<file path="src/rtl/core/pse_pkg.sv">
// shared constants, codes and types of the phase step event sequencer
package pse_pkg;

	localparam int PSE_STEPS_DEF  = 16;
	localparam int PSE_EVENTS_DEF = 4;
	localparam int RESULT_CAP     = 64;

	localparam int FUNC_W  = 2;
	localparam int PHASE_W = 17;
	localparam int STEP_W  = 4;
	localparam int NOTE_W  = 7;
	localparam int EV_W    = 2 * NOTE_W + 1;

	localparam logic [FUNC_W-1:0] FUNC_PHASE  = 2'd0;
	localparam logic [FUNC_W-1:0] FUNC_APPEND = 2'd1;
	localparam logic [FUNC_W-1:0] FUNC_CLEAR  = 2'd2;

	typedef logic [EV_W-1:0] pse_event_t;

	typedef struct packed {
		logic wr;
		logic clr;
		logic rd;
	} pse_mem_ctl_t;

endpackage

</file>
<file path="src/rtl/core/pse_in_if.sv">
// command word channel: phase samples, event appends and table clears
interface pse_in_if
	import pse_pkg::*;
();
	logic                      valid;
	logic                      ready;
	logic [FUNC_W-1:0]         func;
	logic signed [PHASE_W-1:0] phase;
	logic [STEP_W-1:0]         step;
	logic [NOTE_W-1:0]         note;
	logic [NOTE_W-1:0]         velocity;
	logic                      is_on;

	modport source (output valid, func, phase, step, note, velocity, is_on, input ready);
	modport sink (input valid, func, phase, step, note, velocity, is_on, output ready);
endinterface

</file>
<file path="src/rtl/core/pse_out_if.sv">
// emitted note event word channel
interface pse_out_if
	import pse_pkg::*;
();
	logic              valid;
	logic              ready;
	logic [NOTE_W-1:0] out_note;
	logic [NOTE_W-1:0] out_velocity;
	logic              out_is_on;
	logic [STEP_W-1:0] out_step;
	logic              last;

	modport source (output valid, out_note, out_velocity, out_is_on, out_step, last,
		input ready);
	modport sink (input valid, out_note, out_velocity, out_is_on, out_step, last,
		output ready);
endinterface

</file>
<file path="src/rtl/core/pse_store.sv">
// per-step slot counters and event memory
module pse_store
	import pse_pkg::*;
#(
	parameter int STORE_STEPS     = PSE_STEPS_DEF,
	parameter int EVENTS_PER_STEP = PSE_EVENTS_DEF,
	localparam int IW = $clog2(STORE_STEPS),
	localparam int CW = $clog2(EVENTS_PER_STEP + 1)
) (
	input  logic         clk,
	input  logic         arst_n,
	input  pse_mem_ctl_t ctl,
	input  logic [IW-1:0] idx,
	input  logic [CW-1:0] slot,
	output logic [CW-1:0] cnt,
	input  pse_event_t   wr_data,
	output pse_event_t   rd_data
);
	localparam int DEPTH = STORE_STEPS * EVENTS_PER_STEP;
	localparam int AW    = $clog2(DEPTH);

	logic [CW-1:0] cnt_q [STORE_STEPS];
	pse_event_t    mem [DEPTH];
	logic [AW-1:0] base;
	logic [AW-1:0] wr_addr;
	logic [AW-1:0] rd_addr;

	assign cnt     = cnt_q[idx];
	assign base    = AW'(idx) * AW'(EVENTS_PER_STEP);
	assign wr_addr = base + AW'(cnt_q[idx]);
	assign rd_addr = base + AW'(slot);

	always_ff @(posedge clk or negedge arst_n) begin
		if (!arst_n) begin
			for (int i = 0; i < STORE_STEPS; i++) begin
				cnt_q[i] <= '0;
			end
		end else if (ctl.clr) begin
			for (int i = 0; i < STORE_STEPS; i++) begin
				cnt_q[i] <= '0;
			end
		end else if (ctl.wr) begin
			cnt_q[idx] <= cnt_q[idx] + CW'(1);
		end
	end

	always_ff @(posedge clk) begin
		if (ctl.wr) begin
			mem[wr_addr] <= wr_data;
		end
		if (ctl.rd) begin
			rd_data <= mem[rd_addr];
		end
	end
endmodule

</file>
<file path="src/rtl/core/pse_scan.sv">
// phase to step mapping, step scan sequencer and output word register
module pse_scan
	import pse_pkg::*;
#(
	parameter int PATTERN_STEPS   = PSE_STEPS_DEF,
	parameter int EVENTS_PER_STEP = PSE_EVENTS_DEF,
	parameter int STORE_STEPS     = PSE_STEPS_DEF,
	localparam int IW = $clog2(STORE_STEPS),
	localparam int CW = $clog2(EVENTS_PER_STEP + 1)
) (
	input  logic          clk,
	input  logic          arst_n,
	pse_in_if.sink        cmd,
	pse_out_if.source     evt,
	output pse_mem_ctl_t  ctl,
	output logic [IW-1:0] idx,
	output logic [CW-1:0] slot,
	input  logic [CW-1:0] cnt,
	output pse_event_t    wr_data,
	input  pse_event_t    rd_data
);
	localparam int PSW = $clog2(PATTERN_STEPS + 1);
	localparam int SW  = PSW + 1;
	localparam int PW  = PHASE_W + SW;
	localparam int NW  = $clog2(RESULT_CAP + 1);

	localparam logic [2:0] ST_IDLE  = 3'd0;
	localparam logic [2:0] ST_PLAN  = 3'd1;
	localparam logic [2:0] ST_STEP  = 3'd2;
	localparam logic [2:0] ST_DATA  = 3'd3;
	localparam logic [2:0] ST_FLUSH = 3'd4;

	logic [2:0]           state_q;
	logic signed [SW-1:0] right_q;
	logic                 first_q;
	logic [PSW-1:0]       pos_q;
	logic [PSW-1:0]       cur_q;
	logic [PSW-1:0]       end_q;
	logic                 wrap_q;
	logic [CW-1:0]        slot_q;
	logic [NW-1:0]        sent_q;
	logic                 pend_v_q;
	pse_event_t           pend_ev_q;
	logic [STEP_W-1:0]    pend_step_q;
	logic                 out_v_q;
	pse_event_t           out_ev_q;
	logic [STEP_W-1:0]    out_step_q;
	logic                 out_last_q;

	logic signed [PW-1:0]   prod;
	logic                   accept;
	logic                   out_free;
	logic                   in_range;
	logic                   have_ev;
	logic                   append_ok;
	logic                   out_load;
	logic                   pend_take;
	logic signed [SW-1:0]   right_nxt;
	logic [PSW-1:0]         rpos;
	logic [PSW:0]           rpos_inc;
	logic [PSW+STEP_W-1:0]  cur_ext;

	assign prod      = PW'(cmd.phase) * $signed(PW'(PATTERN_STEPS));
	assign accept    = cmd.valid && cmd.ready;
	assign cmd.ready = (state_q == ST_IDLE);
	assign out_free  = !out_v_q || evt.ready;

	assign right_nxt = right_q + SW'(1);
	assign rpos      = right_q[PSW-1:0];
	assign rpos_inc  = {1'b0, rpos} + (PSW + 1)'(1);
	assign cur_ext   = {{STEP_W{1'b0}}, cur_q};

	assign idx  = (state_q == ST_IDLE) ? cmd.step[IW-1:0] : cur_q[IW-1:0];
	assign slot = slot_q;

	assign in_range  = cur_q < PSW'(STORE_STEPS);
	assign have_ev   = in_range && (slot_q < cnt) && (sent_q < NW'(RESULT_CAP));
	assign append_ok = ({1'b0, cmd.step} < (STEP_W + 1)'(STORE_STEPS)) &&
		(cnt < CW'(EVENTS_PER_STEP));

	assign ctl.wr  = accept && (cmd.func == FUNC_APPEND) && append_ok;
	assign ctl.clr = accept && (cmd.func == FUNC_CLEAR);
	assign ctl.rd  = (state_q == ST_STEP) && have_ev;
	assign wr_data = {cmd.note, cmd.velocity, cmd.is_on};

	assign out_load  = out_free && pend_v_q &&
		((state_q == ST_DATA) || (state_q == ST_FLUSH));
	assign pend_take = (state_q == ST_DATA) && (!pend_v_q || out_free);

	always_ff @(posedge clk or negedge arst_n) begin
		if (!arst_n) begin
			state_q  <= ST_IDLE;
			first_q  <= 1'b1;
			pos_q    <= '0;
			cur_q    <= '0;
			end_q    <= '0;
			wrap_q   <= 1'b0;
			slot_q   <= '0;
			sent_q   <= '0;
			pend_v_q <= 1'b0;
			out_v_q  <= 1'b0;
		end else begin
			if (out_load) begin
				out_v_q <= 1'b1;
			end else if (evt.ready) begin
				out_v_q <= 1'b0;
			end
			case (state_q)
				ST_IDLE: begin
					if (accept && (cmd.func == FUNC_PHASE)) begin
						state_q <= ST_PLAN;
					end
				end
				ST_PLAN: begin
					first_q <= right_nxt[SW-1];
					pos_q   <= right_nxt[PSW-1:0];
					slot_q  <= '0;
					sent_q  <= '0;
					end_q   <= rpos;
					if (right_q[SW-1]) begin
						state_q <= ST_IDLE;
					end else if (first_q) begin
						cur_q   <= rpos;
						wrap_q  <= 1'b0;
						state_q <= ST_STEP;
					end else if ({1'b0, pos_q} > rpos_inc) begin
						cur_q   <= pos_q;
						wrap_q  <= 1'b1;
						state_q <= ST_STEP;
					end else if ({1'b0, pos_q} == rpos_inc) begin
						state_q <= ST_IDLE;
					end else begin
						cur_q   <= pos_q;
						wrap_q  <= 1'b0;
						state_q <= ST_STEP;
					end
				end
				ST_STEP: begin
					if (have_ev) begin
						state_q <= ST_DATA;
					end else begin
						slot_q <= '0;
						if (wrap_q && (cur_q >= PSW'(PATTERN_STEPS - 1))) begin
							cur_q  <= '0;
							wrap_q <= 1'b0;
						end else if (!wrap_q && (cur_q == end_q)) begin
							state_q <= ST_FLUSH;
						end else begin
							cur_q <= cur_q + PSW'(1);
						end
					end
				end
				ST_DATA: begin
					if (pend_take) begin
						pend_v_q <= 1'b1;
						slot_q   <= slot_q + CW'(1);
						sent_q   <= sent_q + NW'(1);
						state_q  <= ST_STEP;
					end
				end
				ST_FLUSH: begin
					if (!pend_v_q) begin
						state_q <= ST_IDLE;
					end else if (out_free) begin
						pend_v_q <= 1'b0;
						state_q  <= ST_IDLE;
					end
				end
				default: begin
					state_q <= ST_IDLE;
				end
			endcase
		end
	end

	always_ff @(posedge clk) begin
		if (accept && (cmd.func == FUNC_PHASE)) begin
			right_q <= $signed(prod[SW+15:16]);
		end
		if (out_load) begin
			out_ev_q   <= pend_ev_q;
			out_step_q <= pend_step_q;
			out_last_q <= (state_q == ST_FLUSH);
		end
		if (pend_take) begin
			pend_ev_q   <= rd_data;
			pend_step_q <= cur_ext[STEP_W-1:0];
		end
	end

	assign evt.valid        = out_v_q;
	assign evt.out_note     = out_ev_q[EV_W-1:NOTE_W+1];
	assign evt.out_velocity = out_ev_q[NOTE_W:1];
	assign evt.out_is_on    = out_ev_q[0];
	assign evt.out_step     = out_step_q;
	assign evt.last         = out_last_q;

	a_idle_no_pending: assert property (@(posedge clk) disable iff (!arst_n)
		(state_q == ST_IDLE) |-> !pend_v_q)
		else $error("pending word left behind in idle");

	a_read_then_data: assert property (@(posedge clk) disable iff (!arst_n)
		ctl.rd |=> (state_q == ST_DATA))
		else $error("memory read not followed by data state");

	a_result_cap: assert property (@(posedge clk) disable iff (!arst_n)
		sent_q <= NW'(RESULT_CAP))
		else $error("result count beyond cap");

	a_negative_phase: assert property (@(posedge clk) disable iff (!arst_n)
		((state_q == ST_PLAN) && right_q[SW-1]) |=> (state_q == ST_IDLE))
		else $error("negative phase started a scan");
endmodule

</file>
<file path="src/rtl/core/phase_step_event_sequencer.sv">
// phase step event sequencer: append and clear words are taken in idle without leaving it, ready stays high in idle
// a phase sample holds ready low for a planning state, a step state per step position scanned,
// a step and a data state per event word and a closing flush state, longer while the output is stalled
// a sample that scans nothing passes only through the planning state
// each word of a sample waits in a pending register until a later data or flush state moves it to the output
// reset clears all slot counts and the scan position; the event memory is not cleared
module phase_step_event_sequencer
	import pse_pkg::*;
#(
	parameter int PATTERN_STEPS   = PSE_STEPS_DEF,
	parameter int EVENTS_PER_STEP = PSE_EVENTS_DEF
) (
	input logic       clk,
	input logic       arst_n,
	pse_in_if.sink    cmd,
	pse_out_if.source evt
);
	localparam int STORE_STEPS = (PATTERN_STEPS < (2 ** STEP_W)) ? PATTERN_STEPS : (2 ** STEP_W);
	localparam int IW = $clog2(STORE_STEPS);
	localparam int CW = $clog2(EVENTS_PER_STEP + 1);

	pse_mem_ctl_t  ctl;
	logic [IW-1:0] idx;
	logic [CW-1:0] slot;
	logic [CW-1:0] cnt;
	pse_event_t    wr_data;
	pse_event_t    rd_data;

	pse_scan #(
		.PATTERN_STEPS   (PATTERN_STEPS),
		.EVENTS_PER_STEP (EVENTS_PER_STEP),
		.STORE_STEPS     (STORE_STEPS)
	) u_scan (
		.clk     (clk),
		.arst_n  (arst_n),
		.cmd     (cmd),
		.evt     (evt),
		.ctl     (ctl),
		.idx     (idx),
		.slot    (slot),
		.cnt     (cnt),
		.wr_data (wr_data),
		.rd_data (rd_data)
	);

	pse_store #(
		.STORE_STEPS     (STORE_STEPS),
		.EVENTS_PER_STEP (EVENTS_PER_STEP)
	) u_store (
		.clk     (clk),
		.arst_n  (arst_n),
		.ctl     (ctl),
		.idx     (idx),
		.slot    (slot),
		.cnt     (cnt),
		.wr_data (wr_data),
		.rd_data (rd_data)
	);
endmodule
</file>
<file path="src/flat_wrapper.sv">
// flat-port wrapper written by rule: the top's interface ports become plain ports
module phase_step_event_sequencer_flat import pse_pkg::*;
#(
	parameter int PATTERN_STEPS   = PSE_STEPS_DEF,
	parameter int EVENTS_PER_STEP = PSE_EVENTS_DEF
)
  (clk, arst_n, cmd_valid, cmd_func, cmd_phase, cmd_step, cmd_note, cmd_velocity, cmd_is_on, cmd_ready, evt_valid, evt_out_note, evt_out_velocity, evt_out_is_on, evt_out_step, evt_last, evt_ready);
  pse_in_if cmd_i ();
  pse_out_if evt_i ();
  input logic clk;
  input logic arst_n;
  input wire logic [$bits(cmd_i.valid)-1:0] cmd_valid;
  input wire logic [$bits(cmd_i.func)-1:0] cmd_func;
  input wire logic [$bits(cmd_i.phase)-1:0] cmd_phase;
  input wire logic [$bits(cmd_i.step)-1:0] cmd_step;
  input wire logic [$bits(cmd_i.note)-1:0] cmd_note;
  input wire logic [$bits(cmd_i.velocity)-1:0] cmd_velocity;
  input wire logic [$bits(cmd_i.is_on)-1:0] cmd_is_on;
  output wire logic [$bits(cmd_i.ready)-1:0] cmd_ready;
  output wire logic [$bits(evt_i.valid)-1:0] evt_valid;
  output wire logic [$bits(evt_i.out_note)-1:0] evt_out_note;
  output wire logic [$bits(evt_i.out_velocity)-1:0] evt_out_velocity;
  output wire logic [$bits(evt_i.out_is_on)-1:0] evt_out_is_on;
  output wire logic [$bits(evt_i.out_step)-1:0] evt_out_step;
  output wire logic [$bits(evt_i.last)-1:0] evt_last;
  input wire logic [$bits(evt_i.ready)-1:0] evt_ready;
  assign cmd_i.valid = cmd_valid;
  assign cmd_i.func = cmd_func;
  assign cmd_i.phase = cmd_phase;
  assign cmd_i.step = cmd_step;
  assign cmd_i.note = cmd_note;
  assign cmd_i.velocity = cmd_velocity;
  assign cmd_i.is_on = cmd_is_on;
  assign cmd_ready = cmd_i.ready;
  assign evt_valid = evt_i.valid;
  assign evt_out_note = evt_i.out_note;
  assign evt_out_velocity = evt_i.out_velocity;
  assign evt_out_is_on = evt_i.out_is_on;
  assign evt_out_step = evt_i.out_step;
  assign evt_last = evt_i.last;
  assign evt_i.ready = evt_ready;
  phase_step_event_sequencer #(.PATTERN_STEPS(PATTERN_STEPS), .EVENTS_PER_STEP(EVENTS_PER_STEP)) u_core (.clk(clk), .arst_n(arst_n), .cmd(cmd_i), .evt(evt_i));
endmodule
</file>
<file path="config.mk">
export PLATFORM = sky130hd
export DESIGN_NAME = phase_step_event_sequencer_flat
export DESIGN_NICKNAME = d
export VERILOG_FILES = /design/src/rtl/core/pse_pkg.sv /design/src/rtl/core/pse_in_if.sv /design/src/rtl/core/pse_out_if.sv /design/src/rtl/core/pse_store.sv /design/src/rtl/core/pse_scan.sv /design/src/rtl/core/phase_step_event_sequencer.sv /design/src/flat_wrapper.sv
export SDC_FILE = /design/constraint.sdc
export NUM_CORES = 1
export LEC_CHECK = 0
export BUFFER_PORTS_ARGS = -buffer_cell sky130_fd_sc_hd__buf_2
export CORE_MARGIN = 8
export CORE_UTILIZATION = 56
export DETAILED_ROUTE_END_ITERATION = 10
export PLACE_DENSITY = 0.78
export SETUP_SLACK_MARGIN = 0.1
export SYNTH_ARGS = -nofsm -noshare
export SYNTH_HDL_FRONTEND = slang
export SYNTH_SLANG_ARGS = --single-unit
</file>
<file path="constraint.sdc">
create_clock -name clk -period 5.8 [get_ports clk]
set_input_delay 0.58 -clock clk [delete_from_list [all_inputs] [get_ports clk]]
set_output_delay 0.58 -clock clk [all_outputs]
set_load 0.005 [all_outputs]
</file>
==> qor.json <==
{
  "numCtsBuffers": {"value": 103},
  "first_pass_grt_wire_length": {"value": 148, "unit": "mm"},
  "layout.cells.most_common": {"value": "edfxtp_1"},
  "antenna_violating_nets_left": {"value": 0},
  "syn-num-nets": {"value": 2075},
  "area.growth.synth_to_final": {"value": 12.6, "unit": "%"},
  "dieArea": {"value": 0.0866, "unit": "mm^2"},
  "grt_antenna_before_repair": {"value": 3},
  "tightestPinTransition": {"value": 1.33, "unit": "ns"},
  "overflow": {"value": 0},
  "synth.cell_area": {"value": 0.0434, "unit": "mm^2"},
  "finalWeightedCongestion": {"value": 0.857},
  "holdBufCountCts": {"value": 0},
  "synth.yosys.warnings": {"value": 0},
  "period_share": {"value": 92.1, "unit": "%"},
  "synth-seq-area-share": {"value": 75.1, "unit": "%"},
  "grt_start_max_net_pins": {"value": 111},
  "post-route-worst-setup-slack": {"value": 0.459, "unit": "ns"},
  "finalHoldWorstSlack": {"value": 0.100, "unit": "ns"},
  "run_status": {"value": "finished, final reports clean"},
  "clock_sinks": {"value": 1099},
  "asyncSetResetFlopFracSynth": {"value": 7.28, "unit": "%"},
  "postSynthCellCount": {"value": 2017},
  "die_height": {"value": 294, "unit": "um"},
  "hold_viol": {"value": 0},
  "groute.usage.overall": {"value": 23.3, "unit": "%"},
  "num_io_pins": {"value": 64},
  "cts_tree": {"value": "done"},
  "critical_path_required": {"value": 6.15, "unit": "ns"},
  "floorplan.die.width": {"value": 294, "unit": "um"},
  "worst-endpoint-arrival": {"value": 5.69, "unit": "ns"},
  "final_cell_mix": {"value": "edfxtp_1 (1,019), mux4_2 (326), clkbuf_16 (104)"},
  "cts_setup_buffers": {"value": 0},
  "finalSetupViolCount": {"value": 0},
  "post_dp_cell_area": {"value": 0.0455, "unit": "mm^2"},
  "placed_cell_count": {"value": 3095},
  "clock_transition_at_the_registers_of_the_reported_paths": {"value": 0.06, "unit": "ns"},
  "hold_path_class": {"value": "in2async"},
  "ys_top_cells_by_area": {"value": "edfxtp_1 (71%), mux4_2 (17%), dfrtp_1 (4.6%)"},
  "grt_setup_unrepaired": {"value": "false"},
  "place_ws": {"value": 0.604, "unit": "ns"},
  "place.detailed.hpwl": {"value": 56.5, "unit": "mm"},
  "cts-htree-levels": {"value": 3},
  "rows": {"value": 102},
  "worst_clock_skew": {"value": 0.0301, "unit": "ns"},
  "fin_tns_setup": {"value": 0, "unit": "ns"},
  "post-route-drc-count": {"value": 0},
  "worstSetupPathType": {"value": "reg2reg"},
  "layoutNonFillerInstCount": {"value": 3290},
  "vdd.ir_drop.worst": {"value": 0.354, "unit": "mV"},
  "slew_violations": {"value": 0},
  "core": {"value": 0.0771, "unit": "mm^2"},
  "p_leak": {"value": 15.6, "unit": "nW"},
  "period_needed": {"value": 5.34, "unit": "ns"},
  "timing.max_slew.rel_slack": {"value": 11.5, "unit": "%"},
  "floorplan.initialDensity": {"value": 56.3, "unit": "%"},
  "detail_route.first_pass.iterations": {"value": 6},
  "yosysTopAreaCellShare": {"value": 70.5, "unit": "%"},
  "synth_unique_cells": {"value": 63},
  "first_iter_violations": {"value": 2772},
  "detailroute.via_count": {"value": 21600},
  "crit_path_end_kind": {"value": "flop"},
  "clock_tree.root_cell": {"value": "clkbuf_16"},
  "grt_pass1_vias": {"value": 21800},
  "clock_path_buffers": {"value": 3},
  "power-per-cell-area": {"value": 451, "unit": "mW/mm^2"},
  "synth-seq-cells": {"value": 1099},
  "max_cap_viol_count": {"value": 0},
  "wire_per_inst": {"value": 30.5, "unit": "um"},
  "layout.nets": {"value": 2219},
  "post_cts_resize_count": {"value": 0},
  "clk_latency": {"value": 0.67, "unit": "ns"},
  "synth.largest_area_cell": {"value": "edfxtp_1"},
  "final_area": {"value": 0.0488, "unit": "mm^2"},
  "drive_above_1_share": {"value": 30.1, "unit": "%"},
  "fillerInstances": {"value": 4910},
  "routed_wirelength": {"value": 100, "unit": "mm"},
  "postSynth.topFlopCell": {"value": "edfxtp_1"},
  "fmax": {"value": 187, "unit": "MHz"},
  "timing.critical_path.fanout_max": {"value": 12},
  "crit_path_start_kind": {"value": "flop"},
  "port_buffers": {"value": 51},
  "post_detailed_route_via_to_cell_ratio": {"value": 6.57},
  "post_synth_edffs": {"value": 1019},
  "synthesized_area_per_cell": {"value": 21.5, "unit": "um^2"}
}
[cell type report]
class                           instances  area [um^2]  area share [%]
Timing Repair Buffer                  154         1140            2.33
Clock inverter                         62          624            1.28
Tap cell                             1040         1300            2.66
Antenna cell                            3         7.51          0.0154
Multi-Input combinational cell        785        10400            21.2
Clock buffer                          129         2740            5.60
Inverter                               18         70.1           0.143
Sequential cell                      1099        32600            66.8
[critical path, stage by stage, from the launching register on]
cell,delay (ns)
dfrtp_1,0.50
or3_4,0.49
inv_4,0.18
mux2i_4,0.39
inv_2,0.21
mux4_1,0.53
mux2i_1,0.15
mux2i_1,0.16
buf_4,0.20
ha_1,0.21
ha_1,0.21
xnor2_1,0.39
nand2_1,0.12
or3_1,0.55
nor2_1,0.40
buf_4,0.32
[Yosys cell counts (6+ instances only)]
master	number
edfxtp_1	1019
mux4_2	326
nor2_1	85
nand2_1	81
dfrtp_1	79
clkbuf_1	78
mux2i_1	40
o21ai_0	36
buf_1	22
nand3_1	19
a21oi_1	17
nor3_1	17
ha_1	16
inv_1	14
nor2b_1	14
a22o_1	11
xnor2_1	11
or3_1	9
and3_1	8
nor3_2	8
xor2_1	8
buf_2	7
a31o_2	6
nand4_1	6
[sequential cells by signal (all words and copies together) (netlist names), 3 cells and up]
name and cells:
u_core.u_scan.pos_q 5, u_core.u_scan.end_q 5, u_core.u_scan.evt.out_step 4, u_core.u_store.mem 960, u_core.u_store.rd_data 15, u_core.u_scan.state_q 3, u_core.u_scan.cur_q 5, u_core.u_scan.right_q 5
u_core.u_scan.out_ev_q 15, u_core.u_store.cnt_q 48, u_core.u_scan.pend_ev_q 15, u_core.u_scan.slot 3, u_core.u_scan.sent_q 7, u_core.u_scan.pend_step_q 4
[routing by layer]
metal  track usage, %  share of wire [%]  vias to the layer above
met3             6.16                 11                      200
met1             31.8                 37                    11300
met4             7.16                3.4                        0
li1                 -                  -                     8694
met5                0                  0                        -
met2             37.2                 48                     1453
[path summary, 6_finish.rpt]
| kind | slack, ns | cells after the start | startpoint | endpoint |
|---|---|---|---|---|
| setup / recovery | 0.46 | 15 | u_core.u_scan.state_q[1]$_DFFE_PN0P_ | u_core.u_store.mem[49][7]$_DFFE_PP_ |
| hold / removal | 0.10 | 1 | arst_n | u_core.u_store.cnt_q[20]$_DFFE_PN0P_ |
| setup reg to reg | 0.46 | 15 | u_core.u_scan.state_q[1]$_DFFE_PN0P_ | u_core.u_store.mem[49][7]$_DFFE_PP_ |
| hold reg to reg | 0.42 | 0 | u_core.u_scan.pend_ev_q[4]$_DFFE_PP_ | u_core.u_scan.out_ev_q[4]$_DFFE_PP_ |
| max in group asynchronous | 4.94 | 1 | arst_n | u_core.u_scan.slot[0]$_DFFE_PN0P_ |
| min in group clk | 0.10 | 1 | cmd_phase[14] | u_core.u_scan.right_q[2]$_DFFE_PP_ |
[through the flow]
| stage | util (%) | power, mW |
|---|---|---|
| floorplan | - | 13.1 |
| global route | 63.4 | 22.7 |
| global placement | 59.0 | 15.2 |
| finish | 63.4 | 22.0 |
| detailed placement | 59.0 | 15.3 |
| CTS | 63.3 | 22.0 |
[where the power goes]
group | internal, mW | switching, mW | total [mW]
Clock | 3.84 | 2.90 | 6.74
Combinational | 2.40 | 3.48 | 5.88
Sequential | 9.11 | 0.307 | 9.42
[cell families after synthesis]
group	synth area share, %
XOR/XNOR	0.384
AND/OR/NAND/NOR	3.13
adder cells (fa/ha/maj)	0.461
flip-flops	75.1
buffers and inverters	1.29
AO/OA/AOI/OAI	1.52
multiplexers	18.1
Power figures use the tool's default switching activity.
